**src/design/lpf_pkg.sv**
```systemverilog
// Shared constants, types and helper functions for the length-prefixed packet FIFO.
// No dependencies; imported by lpf_ram, length_prefixed_packet_fifo and the test bench.
package lpf_pkg;

    localparam int DEPTH = 64;
    localparam int AW    = (DEPTH > 1) ? $clog2(DEPTH) : 1;
    localparam int CW    = $clog2(DEPTH + 1);
    localparam int CFG_W = 7;
    localparam int LW    = 6;
    localparam int BW    = 8;
    localparam int MW    = (CW > LW) ? CW + 1 : LW + 1;

    typedef enum logic [2:0] {
        F_START    = 3'd0,
        F_PUSH     = 3'd1,
        F_FINALIZE = 3'd2,
        F_ABORT    = 3'd3,
        F_POP      = 3'd4,
        F_CLEAR    = 3'd5
    } t_func;

    typedef enum logic [1:0] {
        ST_OK    = 2'd0,
        ST_FULL  = 2'd1,
        ST_EMPTY = 2'd2,
        ST_ERR   = 2'd3
    } t_status;

    typedef enum logic [2:0] {
        S_IDLE = 3'b001,
        S_HDR  = 3'b010,
        S_DATA = 3'b100
    } t_state;

    function automatic logic [CW-1:0] f_ring_size(input logic [CFG_W-1:0] v);
        logic [CFG_W-1:0] s;
        s = v;
        if (v < CFG_W'(2)) begin
            s = CFG_W'(2);
        end else if (v > CFG_W'(DEPTH)) begin
            s = CFG_W'(DEPTH);
        end
        return s[CW-1:0];
    endfunction

    function automatic logic [AW-1:0] f_advance(input logic [AW-1:0] p,
                                                input logic [CW-1:0] size);
        logic [CW:0] nx;
        nx = (CW + 1)'(p) + (CW + 1)'(1);
        return (nx >= (CW + 1)'(size)) ? '0 : nx[AW-1:0];
    endfunction

endpackage

```
**src/design/length_prefixed_packet_fifo.sv**
```systemverilog
// Length-prefixed packet FIFO top level: command decode, ring pointers and pop sequencer.
// Depends on lpf_pkg and lpf_ram.
//
// Usage:
//   Commands enter on start/i_func/i_data_byte and are taken at an edge where
//   start is high and busy is low. Every result shows on the o_ ports for one
//   cycle with o_valid high; the receiver cannot stall, so each result is taken
//   in that cycle. o_last marks the final result of a command.
//   Start, push, finalize, abort, clear and the unused codes give one result
//   the cycle after acceptance and keep busy low: one command per cycle.
//   Pop of a committed packet of N data bytes holds busy for one header read
//   from the ring memory, then one memory read per byte, and shows its bytes
//   on consecutive cycles, the first after the header state, the first data
//   state and the output register. A pop with nothing committed answers
//   next cycle with empty, and a pop of an empty packet after the header state.
//   The buffer size register is written on i_cfg_valid/o_cfg_ready while no
//   command is in flight; the write also empties the ring.
//   Synchronous reset empties the ring and sets the size to the full depth.
module length_prefixed_packet_fifo
    import lpf_pkg::*;
(
    input  logic             i_clk,
    input  logic             i_rst_n,
    input  logic             start,
    output logic             busy,
    input  logic [2:0]       i_func,
    input  logic [BW-1:0]    i_data_byte,
    input  logic             i_cfg_valid,
    output logic             o_cfg_ready,
    input  logic [CFG_W-1:0] i_cfg_buffer_size,
    output logic             o_valid,
    output logic [1:0]       o_status,
    output logic [BW-1:0]    o_out_byte,
    output logic [LW-1:0]    o_packet_length,
    output logic             o_last
);

    t_state        r_state, n_state;
    logic [CW-1:0] r_size, n_size;
    logic [AW-1:0] r_wptr, n_wptr;
    logic [AW-1:0] r_rptr, n_rptr;
    logic [AW-1:0] r_hpos, n_hpos;
    logic [CW-1:0] r_used, n_used;
    logic [CW-1:0] r_committed, n_committed;
    logic          r_open, n_open;
    logic [LW-1:0] r_olen, n_olen;
    logic [LW-1:0] r_plen, n_plen;
    logic [LW-1:0] r_left, n_left;

    logic          r_valid, n_valid;
    t_status       r_status, n_status;
    logic [BW-1:0] r_obyte, n_obyte;
    logic [LW-1:0] r_oplen, n_oplen;
    logic          r_olast, n_olast;

    logic          accept;
    logic          cfg_we;
    logic          wr_en;
    logic [AW-1:0] wr_addr;
    logic [BW-1:0] wr_data;
    logic [BW-1:0] rd_data;
    logic          full;

    logic [LW-1:0] hdr_len;
    logic [MW-1:0] avail;
    logic [MW-1:0] pop_len_w;
    logic [MW-1:0] pop_take;
    logic [MW-1:0] used_after_pop;
    logic [MW-1:0] open_take;
    logic [MW-1:0] used_after_abort;

    lpf_ram u_ram (
        .i_clk   (i_clk),
        .i_we    (wr_en),
        .i_waddr (wr_addr),
        .i_wdata (wr_data),
        .i_raddr (n_rptr),
        .o_rdata (rd_data)
    );

    assign busy        = (r_state != S_IDLE);
    assign o_cfg_ready = (r_state == S_IDLE) && !start;
    assign accept      = start && !busy;
    assign cfg_we      = i_cfg_valid && o_cfg_ready;
    assign full        = (r_used >= r_size);

    assign hdr_len          = rd_data[LW-1:0];
    assign avail            = MW'(r_committed) - MW'(1);
    assign pop_len_w        = (MW'(hdr_len) > avail) ? avail : MW'(hdr_len);
    assign pop_take         = pop_len_w + MW'(1);
    assign used_after_pop   = (MW'(r_used) >= pop_take) ? MW'(r_used) - pop_take : '0;
    assign open_take        = MW'(r_olen) + MW'(1);
    assign used_after_abort = (MW'(r_used) >= open_take) ? MW'(r_used) - open_take : '0;

    always_comb begin
        n_state     = r_state;
        n_size      = r_size;
        n_wptr      = r_wptr;
        n_rptr      = r_rptr;
        n_hpos      = r_hpos;
        n_used      = r_used;
        n_committed = r_committed;
        n_open      = r_open;
        n_olen      = r_olen;
        n_plen      = r_plen;
        n_left      = r_left;
        n_valid     = 1'b0;
        n_status    = ST_OK;
        n_obyte     = '0;
        n_oplen     = '0;
        n_olast     = 1'b1;
        wr_en       = 1'b0;
        wr_addr     = r_wptr;
        wr_data     = i_data_byte;

        priority if (cfg_we) begin
            n_size      = f_ring_size(i_cfg_buffer_size);
            n_wptr      = '0;
            n_rptr      = '0;
            n_hpos      = '0;
            n_used      = '0;
            n_committed = '0;
            n_open      = 1'b0;
            n_olen      = '0;
        end else begin
            unique case (r_state)
                S_IDLE: begin
                    if (accept) begin
                        n_valid = 1'b1;
                        unique case (t_func'(i_func))
                            F_START: begin
                                if (r_open) begin
                                    n_status = ST_ERR;
                                end else if (full) begin
                                    n_status = ST_FULL;
                                end else begin
                                    n_hpos = r_wptr;
                                    n_wptr = f_advance(r_wptr, r_size);
                                    n_used = r_used + CW'(1);
                                    n_olen = '0;
                                    n_open = 1'b1;
                                end
                            end
                            F_PUSH: begin
                                if (!r_open) begin
                                    n_status = ST_ERR;
                                end else if (full) begin
                                    n_status = ST_FULL;
                                end else begin
                                    wr_en  = 1'b1;
                                    n_wptr = f_advance(r_wptr, r_size);
                                    n_used = r_used + CW'(1);
                                    n_olen = r_olen + LW'(1);
                                end
                            end
                            F_FINALIZE: begin
                                if (!r_open) begin
                                    n_status = ST_ERR;
                                end else begin
                                    wr_en       = 1'b1;
                                    wr_addr     = r_hpos;
                                    wr_data     = BW'(r_olen);
                                    n_committed = CW'(MW'(r_committed) + open_take);
                                    n_open      = 1'b0;
                                end
                            end
                            F_ABORT: begin
                                if (!r_open) begin
                                    n_status = ST_ERR;
                                end else begin
                                    n_wptr = r_hpos;
                                    n_used = CW'(used_after_abort);
                                    n_open = 1'b0;
                                    n_olen = '0;
                                end
                            end
                            F_POP: begin
                                if (r_committed == '0) begin
                                    n_status = ST_EMPTY;
                                end else begin
                                    n_valid = 1'b0;
                                    n_state = S_HDR;
                                end
                            end
                            F_CLEAR: begin
                                n_wptr      = '0;
                                n_rptr      = '0;
                                n_hpos      = '0;
                                n_used      = '0;
                                n_committed = '0;
                                n_open      = 1'b0;
                                n_olen      = '0;
                            end
                            default: begin
                                n_status = ST_OK;
                            end
                        endcase
                    end
                end
                S_HDR: begin
                    n_rptr      = f_advance(r_rptr, r_size);
                    n_committed = CW'(MW'(r_committed) - pop_take);
                    n_used      = CW'(used_after_pop);
                    n_plen      = pop_len_w[LW-1:0];
                    n_left      = pop_len_w[LW-1:0];
                    if (pop_len_w == '0) begin
                        n_valid = 1'b1;
                        n_state = S_IDLE;
                    end else begin
                        n_state = S_DATA;
                    end
                end
                S_DATA: begin
                    n_valid = 1'b1;
                    n_obyte = rd_data;
                    n_oplen = r_plen;
                    n_olast = (r_left == LW'(1));
                    n_rptr  = f_advance(r_rptr, r_size);
                    n_left  = r_left - LW'(1);
                    if (r_left == LW'(1)) begin
                        n_state = S_IDLE;
                    end
                end
                default: begin
                    n_state = S_IDLE;
                end
            endcase
        end
    end

    always_ff @(posedge i_clk) begin
        if (!i_rst_n) begin
            r_state     <= S_IDLE;
            r_size      <= CW'(DEPTH);
            r_wptr      <= '0;
            r_rptr      <= '0;
            r_hpos      <= '0;
            r_used      <= '0;
            r_committed <= '0;
            r_open      <= 1'b0;
            r_olen      <= '0;
            r_plen      <= '0;
            r_left      <= '0;
            r_valid     <= 1'b0;
        end else begin
            r_state     <= n_state;
            r_size      <= n_size;
            r_wptr      <= n_wptr;
            r_rptr      <= n_rptr;
            r_hpos      <= n_hpos;
            r_used      <= n_used;
            r_committed <= n_committed;
            r_open      <= n_open;
            r_olen      <= n_olen;
            r_plen      <= n_plen;
            r_left      <= n_left;
            r_valid     <= n_valid;
        end
    end

    always_ff @(posedge i_clk) begin
        r_status <= n_status;
        r_obyte  <= n_obyte;
        r_oplen  <= n_oplen;
        r_olast  <= n_olast;
    end

    assign o_valid         = r_valid;
    assign o_status        = r_status;
    assign o_out_byte      = r_obyte;
    assign o_packet_length = r_oplen;
    assign o_last          = r_olast;

`ifndef NO_ASSERTIONS
    a_committed_le_used: assert property (@(posedge i_clk) disable iff (!i_rst_n)
        r_committed <= r_used)
        else $error("committed byte count exceeds used byte count");

    a_used_le_size: assert property (@(posedge i_clk) disable iff (!i_rst_n)
        r_used <= r_size)
        else $error("used byte count exceeds ring size");

    a_mid_packet_busy: assert property (@(posedge i_clk) disable iff (!i_rst_n)
        (o_valid && !o_last) |-> (r_state == S_DATA))
        else $error("non-final pop byte shown outside data phase");

    a_pop_empty: assert property (@(posedge i_clk) disable iff (!i_rst_n)
        (accept && !cfg_we && (i_func == F_POP) && (r_committed == '0))
        |=> (o_valid && (o_status == ST_EMPTY) && o_last))
        else $error("pop with nothing committed did not report empty");
`endif

endmodule

```
**src/design/lpf_ram.sv**
```systemverilog
// Byte ring storage: one write port, one read port with registered read data.
// Depends on lpf_pkg for depth and widths.
module lpf_ram
    import lpf_pkg::*;
(
    input  logic          i_clk,
    input  logic          i_we,
    input  logic [AW-1:0] i_waddr,
    input  logic [BW-1:0] i_wdata,
    input  logic [AW-1:0] i_raddr,
    output logic [BW-1:0] o_rdata
);

    logic [BW-1:0] r_mem [DEPTH];
    logic [BW-1:0] r_rdata;

    always_ff @(posedge i_clk) begin
        if (i_we) begin
            r_mem[i_waddr] <= i_wdata;
        end
        r_rdata <= r_mem[i_raddr];
    end

    assign o_rdata = r_rdata;

endmodule

```
**config.mk**
```make
export PLATFORM = sky130hd
export DESIGN_NAME = length_prefixed_packet_fifo
export DESIGN_NICKNAME = d
export VERILOG_FILES = /design/src/design/lpf_pkg.sv /design/src/design/length_prefixed_packet_fifo.sv /design/src/design/lpf_ram.sv
export SDC_FILE = /design/constraint.sdc
export NUM_CORES = 1
export LEC_CHECK = 0
export BUFFER_PORTS_ARGS = -buffer_cell sky130_fd_sc_hd__buf_2
export CAP_MARGIN = 20
export CORE_AREA = 2 2 249 251
export DETAILED_ROUTE_END_ITERATION = 8
export DIE_AREA = 0 0 251 253
export PLACE_DENSITY = 0.58
export SYNTH_ARGS = -nofsm -noshare
export SYNTH_HDL_FRONTEND = slang
export SYNTH_SLANG_ARGS = --single-unit
```
**constraint.sdc**
```tcl
create_clock -name i_clk -period 7.1 [get_ports i_clk]
set_input_delay 0.71 -clock i_clk [delete_from_list [all_inputs] [get_ports i_clk]]
set_output_delay 0.71 -clock i_clk [all_outputs]
set_load 0.01 [all_outputs]
```
==> results.sh, run 1 <==
export IMPL_finalCriticalPeriod_ns=6.23
export IMPL_final_design_area_no_fill_sq_um=30300
export IMPL_routed_via_count=19063
export IMPL_synth_cell_type_count=72
export IMPL_cts_sinks=599
export IMPL_cts_tree="yes"
export IMPL_cts_htree_levels=3
export IMPL_p_int_mw=5.85
export IMPL_grt_pass1_wl_mm=116
export IMPL_ranking_of_synthesized_cells_by_area="edfxtp_1 57%, dfxtp_1 6.4%, nand2_1 4.3%, ha_1 2.7%, nand3_1 2.3%"
export IMPL_seq_power_share_pct=51.4
export IMPL_critical_path_top_delay_family="compound AO/OA/AOI/OAI gates"
export IMPL_drt_wirelength_per_cell_microns=24.3
export IMPL_dr_first_iter_drc_count=1875
export IMPL_postSynthRegisterBits=599
export IMPL_diodes_inserted=0
export IMPL_max_clock_path_buffers=3
export IMPL_crit_path_end_kind="flop"
export IMPL_drtAntennaViolNets=0
export IMPL_num_nets_final=2379
export IMPL_multi_input_comb_area_sq_um=9400
export IMPL_synth_most_common_cell="edfxtp_1"
export IMPL_core_footprint_sq_um=61000
export IMPL_switching_share_pct=21.6
export IMPL_rsz0062_at_grt="no"
export IMPL_p_sw_mw=1.61
export IMPL_setup_tns_final_ns=0
export IMPL_status="completed"
export IMPL_ioPinCount=42
export IMPL_vdd_ir_drop_max_uv=205
export IMPL_power_combinational_fraction_pct=3.8
export IMPL_worst_setup_hold_path_clk_slew_ns=0.06
export IMPL_starting_density_pct=44.4
export IMPL_drc_errors=0
export IMPL_power_share_clock_pct=44.9
export IMPL_slowest_stage="dfxtp_1"
export IMPL_ys_top_cells_by_count="512 x edfxtp_1, 311 x nand2_1, 144 x nor2_1"
export IMPL_crit_path_cell_trace="inv_1, ha_1, xor2_1, inv_1, ha_1, nor2_1, a31oi_1, a31oi_1, o311ai_1, nand2_1, a21oi_1, inv_1, ha_1, xor2_1, ha_1, a21o_1, a21o_1, a21oi_1, o21ai_1, a211oi_1, nor3_1, o31a_1, o2111ai_1, o311ai_0"
export IMPL_worstPathArrival_ns=6.69
export IMPL_antenna_found_initial=2
export IMPL_syn_area_per_cell_sq_um=11.9
export IMPL_mappedNetlistNets=2355
export IMPL_timing_critical_path_fanout_max=12
export IMPL_largest_net_degree_at_the_start_of_global_routing=94
export IMPL_dr_pass1_iters=5
export IMPL_grtUsageMet2_pct=38.3
export IMPL_regArea_sq_um=17100
export IMPL_synth_seq_area_share_pct=63.1
export IMPL_avgViaCountPerCell=6.08
export IMPL_worstMarginPinSlew_ns=1.04
export IMPL_synth_area_sq_um=27100
export IMPL_max_slew_margin_rel_pct=30.3
export IMPL_grt_use_met3_pct=4.88
export IMPL_drt_total_wl_mm=76.2
export IMPL_row_count=91
export IMPL_routabilityCongestion=0.905
export IMPL_ys_dominant_reg_cell="edfxtp_1"
export IMPL_grt_use_met1_pct=32.6
export IMPL_place_worst_setup_slack_ns=1.00
export IMPL_synth_top_area_share_pct=56.7
export IMPL_first_global_vias=18654
export IMPL_placed_area_sq_um=28200
export IMPL_clkLatencyLatePin_ns=0.61
export IMPL_gr_usage_all_layers_pct=24.0
export IMPL_final_report_hold_violation_count=0
export IMPL_timing_clock_skew_ns=0.0198
export IMPL_critical_path_max_stage_delay_ns=0.54
export IMPL_setup_worst_path_start_class="flop"
export IMPL_gr_max_usage_layer="met2"
export IMPL_p_leak_nw=10.4
export IMPL_cts_buffers_inserted=66
export IMPL_die_width_microns=251
export IMPL_total_power_of_the_final_layout_mw=7.47
export IMPL_fmaxAchievable_ghz=0.161
export IMPL_cts_resized_gates=0
export IMPL_finalSetupViolCount=0
export IMPL_crit_path_frequent_cell="ha_1"
export IMPL_die_height_microns=253
export IMPL_layout_worst_path_cycle_share_pct=87.7
export IMPL_netlist_instances=2271
export IMPL_number_of_synthesized_flops_with_an_enable_pin=512
export IMPL_design_die_area_sq_um=63500
export IMPL_timing_setup_critical_path_class="reg -> reg"
export IMPL_global_route_overflow_total=0
export IMPL_synth_largest_area_cell="edfxtp_1"
export IMPL_postCtsHoldBufs=0
export IMPL_port_buffer_count=41
export IMPL_area_growth_synth_to_final_pct=11.9
export IMPL_final_fill_count=5296
export IMPL_post_route_cells_drive_above_1_share_pct=9.47
export IMPL_yosysWarnings=0
export IMPL_critPathRequiredTime_ns=7.56
export IMPL_drv_max_cap_violation_count=0
export IMPL_powerDensity_nw_per_um2=246
export IMPL_cp_buffers_inverters=3
export IMPL_cts_root_buffer="clkbuf_16"
export IMPL_async_reset_ff_share_pct=0
export IMPL_setup_ws_ns=0.870
export IMPL_detailedPlacementHpwl_mm=48.1
export IMPL_postCtsSetupBuffers=0
export IMPL_drv_slew=0
export IMPL_worst_hold_path_type="in -> reg"
==> state kept, by name (all words and copies together), names as in the netlist, 2 cells and up <==
name and count:
u_ram.r_mem 512, o_out_byte 8, u_ram.o_rdata 8, r_committed 7, r_size 7, r_used 7, o_packet_length 6, r_hpos 6
r_left 6, r_olen 6, r_plen 6, r_rptr 6, r_wptr 6, r_state 3, o_status 2
==> placed cells by master, fill, tap and decap left out, types with 30 or more instances in the layout <==
cell type  count
buf_4         40
nand2_1      309
nand4_1       55
nand3_1      125
buf_2         41
o2111ai_1     33
a31oi_1       39
edfxtp_1     512
a21oi_1      100
and3_1        44
ha_1          58
a211oi_1      30
dfxtp_1       87
clkbuf_16     68
nor2_1       141
o21ai_0       86
inv_1         42
mux2i_1       57
==> through the flow <==
step,cells,util [%],hold slack (ns)
6_report,3135,49.7,0.421
5_1_grt,3135,49.7,0.432
4_1_cts,3133,49.6,0.397
3_5_place_dp,3015,46.2,0.449
3_3_place_gp,3015,46.2,0.441
2_1_floorplan,2271,-,0.406
==> worst paths after layout <==
kind	start	slack [ns]	cells after the start	end
worst max-delay path	r_committed[0]	0.87	24	r_used[1]
worst min-delay path	i_cfg_buffer_size[6]	0.42	3	r_size[6]
worst max register to register	r_committed[0]	0.87	24	r_used[1]
worst min register to register	r_plen[0]	0.46	1	o_packet_length[0]
==> cell families (layout without fill, tap and decap cells) <==
kind of cell,count (synthesis),count (layout),synth area share (%)
simple gates,806,806,13.9
xor+xnor,41,41,1.32
buf+inv,171,245,2.54
fa+ha+maj,63,63,3.01
mux,79,79,3.02
flops,599,599,63.1
compound gates,512,512,13.1
==> tightest hold or removal path: stages <==
cell     delay, ns
buf_2         0.14
mux2i_1       0.08
nand2_1       0.06
==> power by group through the flow <==
| stage | sequential [mW] | clock, mW | combinational (mW) |
|---|---|---|---|
| 6_report | 3.84 | 3.35 | 0.281 |
| 5_1_grt | 3.83 | 3.54 | 0.306 |
| 4_1_cts | 3.84 | 3.41 | 0.274 |
| 3_5_place_dp | 3.91 | 0 | 0.272 |
| 3_3_place_gp | 3.91 | 0 | 0.268 |
| 2_1_floorplan | 3.91 | 0 | 0.176 |
==> per-layer routing <==
layer | vias up | share of wire, %
met3 | 148 | 7.9
met1 | 9466 | 43
met5 | - | 0
met2 | 754 | 46
met4 | 0 | 3.2
li1 | 8695 | -
==> final cells by class <==
cell class	instances	area share [%]
Inverter	42	0.519
Clock inverter	29	0.940
Sequential cell	599	56.4
Timing Repair Buffer	85	1.95
Multi-Input combinational cell	1501	31.0
Clock buffer	89	5.97
Tap cell	790	3.26
Note: power is estimated with default switching activity, not from simulation.
==> run 2: changes to the inputs <==
PLACE_DENSITY = default   (was 0.58)
==> run 2 against run 1 <==
Compared with the run above:
- flip-flop and latch count unchanged
- wire length down 0.59%
- hold slack better by 0.0082 ns
- non-clock buffer count up 3
- fmax up 0.70%
- clock skew up 0.0036 ns
- core utilization up 0.23 points
- largest cell class unchanged
- largest power group unchanged
==> results.sh, run 2 (synthesized netlist as in run 1, its figures left out) <==
export IMPL_detailedPlacementHpwl_mm=48.7
export IMPL_drv_max_cap_violation_count=0
export IMPL_hold_slack_final_ns=0.430
export IMPL_dpl_cell_count=3019
export IMPL_max_slew_margin_rel_pct=26.4
export IMPL_vdd_ir_drop_max_uv=207
export IMPL_power_combinational_fraction_pct=3.6
export IMPL_p_int_mw=5.99
export IMPL_postCtsHoldBufs=0
export IMPL_gr_usage_all_layers_pct=23.9
export IMPL_total_power_of_the_final_layout_mw=7.61
export IMPL_rsz0062_at_grt="no"
export IMPL_drv_slew=0
export IMPL_switching_share_pct=21.3
export IMPL_core_footprint_sq_um=61000
export IMPL_worstMarginPinSlew_ns=1.09
export IMPL_finalCriticalPeriod_ns=6.19
export IMPL_worst_r2r_startpoint="r_committed[1]"
export IMPL_largest_register="u_ram.r_mem"
export IMPL_row_count=91
export IMPL_timing_clock_skew_ns=0.0234
export IMPL_fmaxAchievable_ghz=0.162
export IMPL_status="completed"
export IMPL_dr_pass1_iters=6
export IMPL_largest_register_ffs=512
export IMPL_worst_setup_hold_path_clk_slew_ns=0.06
export IMPL_ioPinCount=42
export IMPL_cts_tree="yes"
export IMPL_largest_net_degree_at_the_start_of_global_routing=74
export IMPL_cts_root_buffer="clkbuf_16"
export IMPL_p_leak_nw=10.5
export IMPL_r2r_setup_slack_ns=0.91
export IMPL_die_width_microns=251
export IMPL_setup_worst_path_start_class="flop"
export IMPL_post_route_cells_drive_above_1_share_pct=9.95
export IMPL_critPathRequiredTime_ns=7.56
export IMPL_drt_total_wl_mm=75.7
export IMPL_powerDensity_nw_per_um2=250
export IMPL_p_sw_mw=1.62
export IMPL_worst_r2r_dst="r_used[0]"
export IMPL_port_buffer_count=41
export IMPL_cts_buffers_inserted=67
export IMPL_final_report_hold_violation_count=0
export IMPL_routabilityCongestion=0.906
export IMPL_antenna_found_initial=3
export IMPL_dr_first_iter_drc_count=2019
export IMPL_mostFrequentLayoutCell="edfxtp_1"
export IMPL_cts_sinks=599
export IMPL_postCtsSetupBuffers=0
export IMPL_timing_critical_path_fanout_max=12
export IMPL_drc_errors=0
export IMPL_setup_tns_final_ns=0
export IMPL_cts_resized_gates=0
export IMPL_gr_max_usage_layer="met2"
export IMPL_grtUsageMet2_pct=37.7
export IMPL_worst_r2r_path_depth=24
export IMPL_seq_power_share_pct=50.4
export IMPL_most_frequent_cells_in_the_layout="512 x edfxtp_1, 309 x nand2_1, 141 x nor2_1, 125 x nand3_1, 100 x a21oi_1"
export IMPL_avgViaCountPerCell=6.04
export IMPL_worstHoldPathCells=3
export IMPL_drt_wirelength_per_cell_microns=24.1
export IMPL_layout_worst_path_cycle_share_pct=87.1
export IMPL_timing_setup_critical_path_class="reg -> reg"
export IMPL_worst_hold_path_type="in -> reg"
export IMPL_routed_via_count=18967
export IMPL_first_global_vias=18472
export IMPL_die_height_microns=253
export IMPL_crit_end="r_used[0]"
export IMPL_number_of_cells_in_the_finished_layout_apart_from_fillers=3141
export IMPL_power_share_clock_pct=46.0
export IMPL_grt_pass1_wl_mm=116
export IMPL_setup_worst_path_start="r_committed[1]"
export IMPL_grt_use_met1_pct=32.9
export IMPL_global_route_overflow_total=0
export IMPL_clkLatencyLatePin_ns=0.60
export IMPL_final_fill_count=5343
export IMPL_num_nets_final=2383
export IMPL_area_growth_synth_to_final_pct=12.5
export IMPL_drtAntennaViolNets=0
export IMPL_starting_density_pct=44.4
export IMPL_max_clock_path_buffers=3
export IMPL_multi_input_comb_area_sq_um=9400
export IMPL_design_die_area_sq_um=63500
export IMPL_grt_use_met3_pct=3.80
export IMPL_finalSetupViolCount=0
export IMPL_cts_htree_levels=3
export IMPL_regArea_sq_um=17100
export IMPL_crit_path_end_kind="flop"
export IMPL_diodes_inserted=0
export IMPL_worstPathArrival_ns=6.65
==> run 2: cell types whose count changed in the layout (fill, tap and decap cells not counted), moves of 3 or more <==
cell        delta
clkbuf_1       -9
buf_4          +3
bufinv_16      +3
clkinv_1       +3
clkinvlp_4     +3
==> run 2: worst min path at each step <==
stage | end | start
after floorplan | o_out_byte[6] | u_ram.o_rdata[6]
after global routing | r_size[6] | i_cfg_buffer_size[6]
final | r_size[6] | i_cfg_buffer_size[6]
after CTS | r_size[6] | i_cfg_buffer_size[6]
after global placement | o_packet_length[3] | r_plen[3]
after detailed placement | o_packet_length[3] | r_plen[3]
==> run 2: layout make-up <==
type	instances	share of cell area [%]
inverters	42	0.517
flip-flops and latches	599	56.1
repair buffers	88	2.02
clock buffers	81	5.95
well taps	790	3.24
clock inverters	40	1.32
multi-input cells	1501	30.8
==> run 2: power by group through the flow <==
stage               Clock (mW)  Combinational (mW)  Sequential, mW
floorplan                    0               0.176            3.91
global placement             0               0.268            3.91
detailed placement           0               0.272            3.91
CTS                       3.57               0.274            3.84
global route              3.70               0.303            3.83
finish                    3.50               0.277            3.84
==> run 2: metal layers <==
| metal | share of wire (%) | routed length, microns |
|---|---|---|
| met1 | 44 | 33100 |
| met2 | 46 | 34600 |
| met3 | 6.6 | 5000 |
| met4 | 3.9 | 2970 |
| met5 | 0.016 | 12 |
==> run 2: worst max-delay path, stage by stage, from the launching register on <==
cell	delay, ns
dfxtp_1	0.54
inv_1	0.16
ha_1	0.30
xor2_1	0.20
inv_1	0.08
ha_1	0.29
nor2_1	0.04
a31oi_1	0.14
a31oi_1	0.14
o311ai_1	0.32
nand2_1	0.36
a21oi_1	0.54
inv_1	0.09
ha_1	0.24
xor2_1	0.20
ha_1	0.39
a21o_1	0.18
a21o_1	0.20
a21oi_1	0.35
o21ai_1	0.29
a211oi_1	0.27
nor3_1	0.11
o31a_1	0.32
o2111ai_1	0.18
o311ai_0	0.15
==> run 2: through the flow <==
step / setup WS, ns / utilization, % / instance area, sq um
final: 0.914 / 50.0 / 30500
after global placement: 1.02 / 46.3 / 28200
after CTS: 0.932 / 49.9 / 30500
after detailed placement: 0.908 / 46.3 / 28200
after floorplan: 1.77 / - / 27100
after global routing: 0.234 / 50.0 / 30500
==> run 3: changes to the inputs <==
RECOVER_POWER = 25   (was default)
==> run 3 against run 2 <==
Compared with the run above:
- the flow now finishes with violations (capacitance limit, slew limit)
- hold slack lost 0.0034 ns
- clock skew is 0.0020 ns lower
- die area unchanged
- sequential power barely moved
- flip-flop and latch count is the same
- setup slack got worse by 0.055 ns
- clock power about the same
- critical path depth did not move
- register-to-register slack got worse by 0.05 ns
- fmax is 0.88% lower
- largest cell class unchanged
- highest routed layer unchanged
==> results.sh, run 3 (synthesized netlist as in run 1, its figures left out) <==
export IMPL_status="complete, but fails checks"
export IMPL_violations="capacitance limit, slew limit"
export IMPL_final_report_hold_violation_count=0
export IMPL_worstPathArrival_ns=6.65
export IMPL_drv_max_cap_violation_count=5
export IMPL_p_sw_mw=1.62
export IMPL_area_growth_synth_to_final_pct=12.1
export IMPL_seq_power_share_pct=50.4
export IMPL_avgViaCountPerCell=6.03
export IMPL_hold_path_startpoint="i_cfg_buffer_size[6]"
export IMPL_drc_errors=0
export IMPL_gr_max_usage_layer="met2"
export IMPL_mostFrequentLayoutCell="edfxtp_1"
export IMPL_finalCriticalPeriod_ns=6.24
export IMPL_p_int_mw=5.99
export IMPL_num_nets_final=2383
export IMPL_routabilityCongestion=0.906
export IMPL_gr_usage_all_layers_pct=23.9
export IMPL_drt_wirelength_per_cell_microns=24.1
export IMPL_grt_pass1_wl_mm=116
export IMPL_worst_setup_hold_path_clk_slew_ns=0.06
export IMPL_cts_buffers_inserted=67
export IMPL_max_slew_margin_rel_pct=-129
export IMPL_drtAntennaViolNets=0
export IMPL_starting_density_pct=44.4
export IMPL_dr_pass1_iters=5
export IMPL_max_clock_path_buffers=3
export IMPL_worstMarginPinSlew_ns=3.44
export IMPL_critical_path_max_stage_delay_ns=0.55
export IMPL_layout_worst_path_cycle_share_pct=87.9
export IMPL_cts_tree="yes"
export IMPL_dpl_cell_count=3019
export IMPL_drv_slew=259
export IMPL_worst_hold_path_endpoint="r_size[6]"
export IMPL_die_height_microns=253
export IMPL_critPathRequiredTime_ns=7.51
export IMPL_critical_path_top_delay_family="compound AO/OA/AOI/OAI gates"
export IMPL_fmaxAchievable_ghz=0.160
export IMPL_drt_total_wl_mm=75.7
export IMPL_worst_hold_path_type="in -> reg"
export IMPL_core_footprint_sq_um=61000
export IMPL_rsz0062_at_grt="no"
export IMPL_setup_tns_final_ns=0
export IMPL_power_combinational_fraction_pct=3.6
export IMPL_worst_r2r_startpoint="r_committed[1]"
export IMPL_postCtsHoldBufs=0
export IMPL_grt_use_met1_pct=32.9
export IMPL_finalSetupViolCount=0
export IMPL_first_global_vias=18472
export IMPL_switching_share_pct=21.3
export IMPL_design_die_area_sq_um=63500
export IMPL_crit_path_cell_trace="inv_1, ha_1, xor2_1, inv_1, ha_1, nor2_1, a31oi_1, a31oi_1, o311ai_1, nand2_1, a21oi_1, inv_1, ha_1, xor2_1, ha_1, a21o_1, a21o_1, a21oi_1, o21ai_1, a211oi_1, nor3_1, o31a_1, o2111ai_1, o311ai_0"
export IMPL_hold_slack_final_ns=0.426
export IMPL_clkLatencyLatePin_ns=0.60
export IMPL_powerDensity_nw_per_um2=250
export IMPL_total_power_of_the_final_layout_mw=7.61
export IMPL_worst_r2r_dst="r_used[0]"
export IMPL_die_width_microns=251
export IMPL_routed_via_count=18959
export IMPL_slowest_stage="dfxtp_1"
export IMPL_vdd_ir_drop_max_uv=207
export IMPL_detailedPlacementHpwl_mm=48.7
export IMPL_power_share_clock_pct=46.0
export IMPL_cts_root_buffer="clkbuf_16"
export IMPL_ioPinCount=42
export IMPL_cts_resized_gates=0
export IMPL_largest_register_ffs=512
export IMPL_timing_setup_critical_path_class="reg -> reg"
export IMPL_grt_use_met3_pct=3.80
export IMPL_postCtsSetupBuffers=0
export IMPL_setup_worst_path_start_class="flop"
export IMPL_most_frequent_cells_in_the_layout="512 x edfxtp_1, 309 x nand2_1, 141 x nor2_1, 125 x nand3_1, 100 x a21oi_1"
export IMPL_largest_net_degree_at_the_start_of_global_routing=74
export IMPL_global_route_overflow_total=0
export IMPL_cp_buffers_inverters=3
export IMPL_r2r_setup_slack_ns=0.86
export IMPL_final_fill_count=5369
export IMPL_dr_first_iter_drc_count=2041
export IMPL_antenna_found_initial=3
export IMPL_p_leak_nw=10.4
export IMPL_largest_register="u_ram.r_mem"
export IMPL_cts_sinks=599
export IMPL_crit_path_end_kind="flop"
export IMPL_number_of_cells_in_the_finished_layout_apart_from_fillers=3142
export IMPL_worstHoldPathCells=3
export IMPL_crit_path_frequent_cell="ha_1"
export IMPL_post_route_cells_drive_above_1_share_pct=8.59
export IMPL_timing_critical_path_fanout_max=12
export IMPL_worst_r2r_path_depth=24
export IMPL_cts_htree_levels=3
export IMPL_timing_clock_skew_ns=0.0213
export IMPL_fin_util_pct=49.8
export IMPL_row_count=91
export IMPL_grtUsageMet2_pct=37.7
export IMPL_port_buffer_count=41
[run 3: worst max-delay path by stage]
stage                              start   endpoint  slack [ns]  cells past startpoint
after floorplan           r_committed[0]  r_used[0]        1.77                     26
after global routing      r_committed[1]  r_used[0]        0.18                     24
after CTS                 r_committed[1]  r_used[0]        0.93                     24
after global placement    r_committed[1]  r_used[0]        1.02                     24
final                     r_committed[1]  r_used[0]        0.86                     24
after detailed placement  r_committed[1]  r_used[0]        0.91                     24
[run 3: layer usage]
layer	share of wire, %	wire, microns
met5	0.016	12
met4	3.8	2900
met3	6.7	5090
met2	46	34600
met1	44	33100
[run 3: power by group through the flow]
stage               combinational, mW  clock (mW)  sequential [mW]
global route                    0.299        3.70             3.84
floorplan                       0.176           0             3.91
detailed placement              0.272           0             3.91
finish                          0.272        3.50             3.84
global placement                0.268           0             3.91
CTS                             0.274        3.57             3.84
[run 3: layout make-up]
| type | instances | area [sq um] | area share [%] |
|---|---|---|---|
| Clock inverter | 40 | 402 | 1.32 |
| Multi-Input combinational cell | 1501 | 9380 | 30.8 |
| Tap cell | 790 | 988 | 3.25 |
| Clock buffer | 81 | 1810 | 5.96 |
| Timing Repair Buffer | 88 | 544 | 1.79 |
| Inverter | 42 | 158 | 0.519 |
| Antenna cell | 1 | 2.50 | 0.00823 |
| Sequential cell | 599 | 17100 | 56.3 |
[run 3: metrics by stage]
stage	worst slack, ns	cell area (sq um)
after CTS	0.932	30500
after floorplan	1.77	27100
after global routing	0.179	30400
final	0.859	30400
after detailed placement	0.908	28200
after global placement	1.02	28200
[run 3: worst register-to-register path, stage by stage (launching register included)]
cell	delay, ns
dfxtp_1	0.55
inv_1	0.17
ha_1	0.29
xor2_1	0.19
inv_1	0.08
ha_1	0.29
nor2_1	0.04
a31oi_1	0.14
a31oi_1	0.14
o311ai_1	0.32
nand2_1	0.35
a21oi_1	0.55
inv_1	0.09
ha_1	0.24
xor2_1	0.20
ha_1	0.39
a21o_1	0.18
a21o_1	0.20
a21oi_1	0.35
o21ai_1	0.29
a211oi_1	0.27
nor3_1	0.11
o31a_1	0.32
o2111ai_1	0.18
o311ai_0	0.15
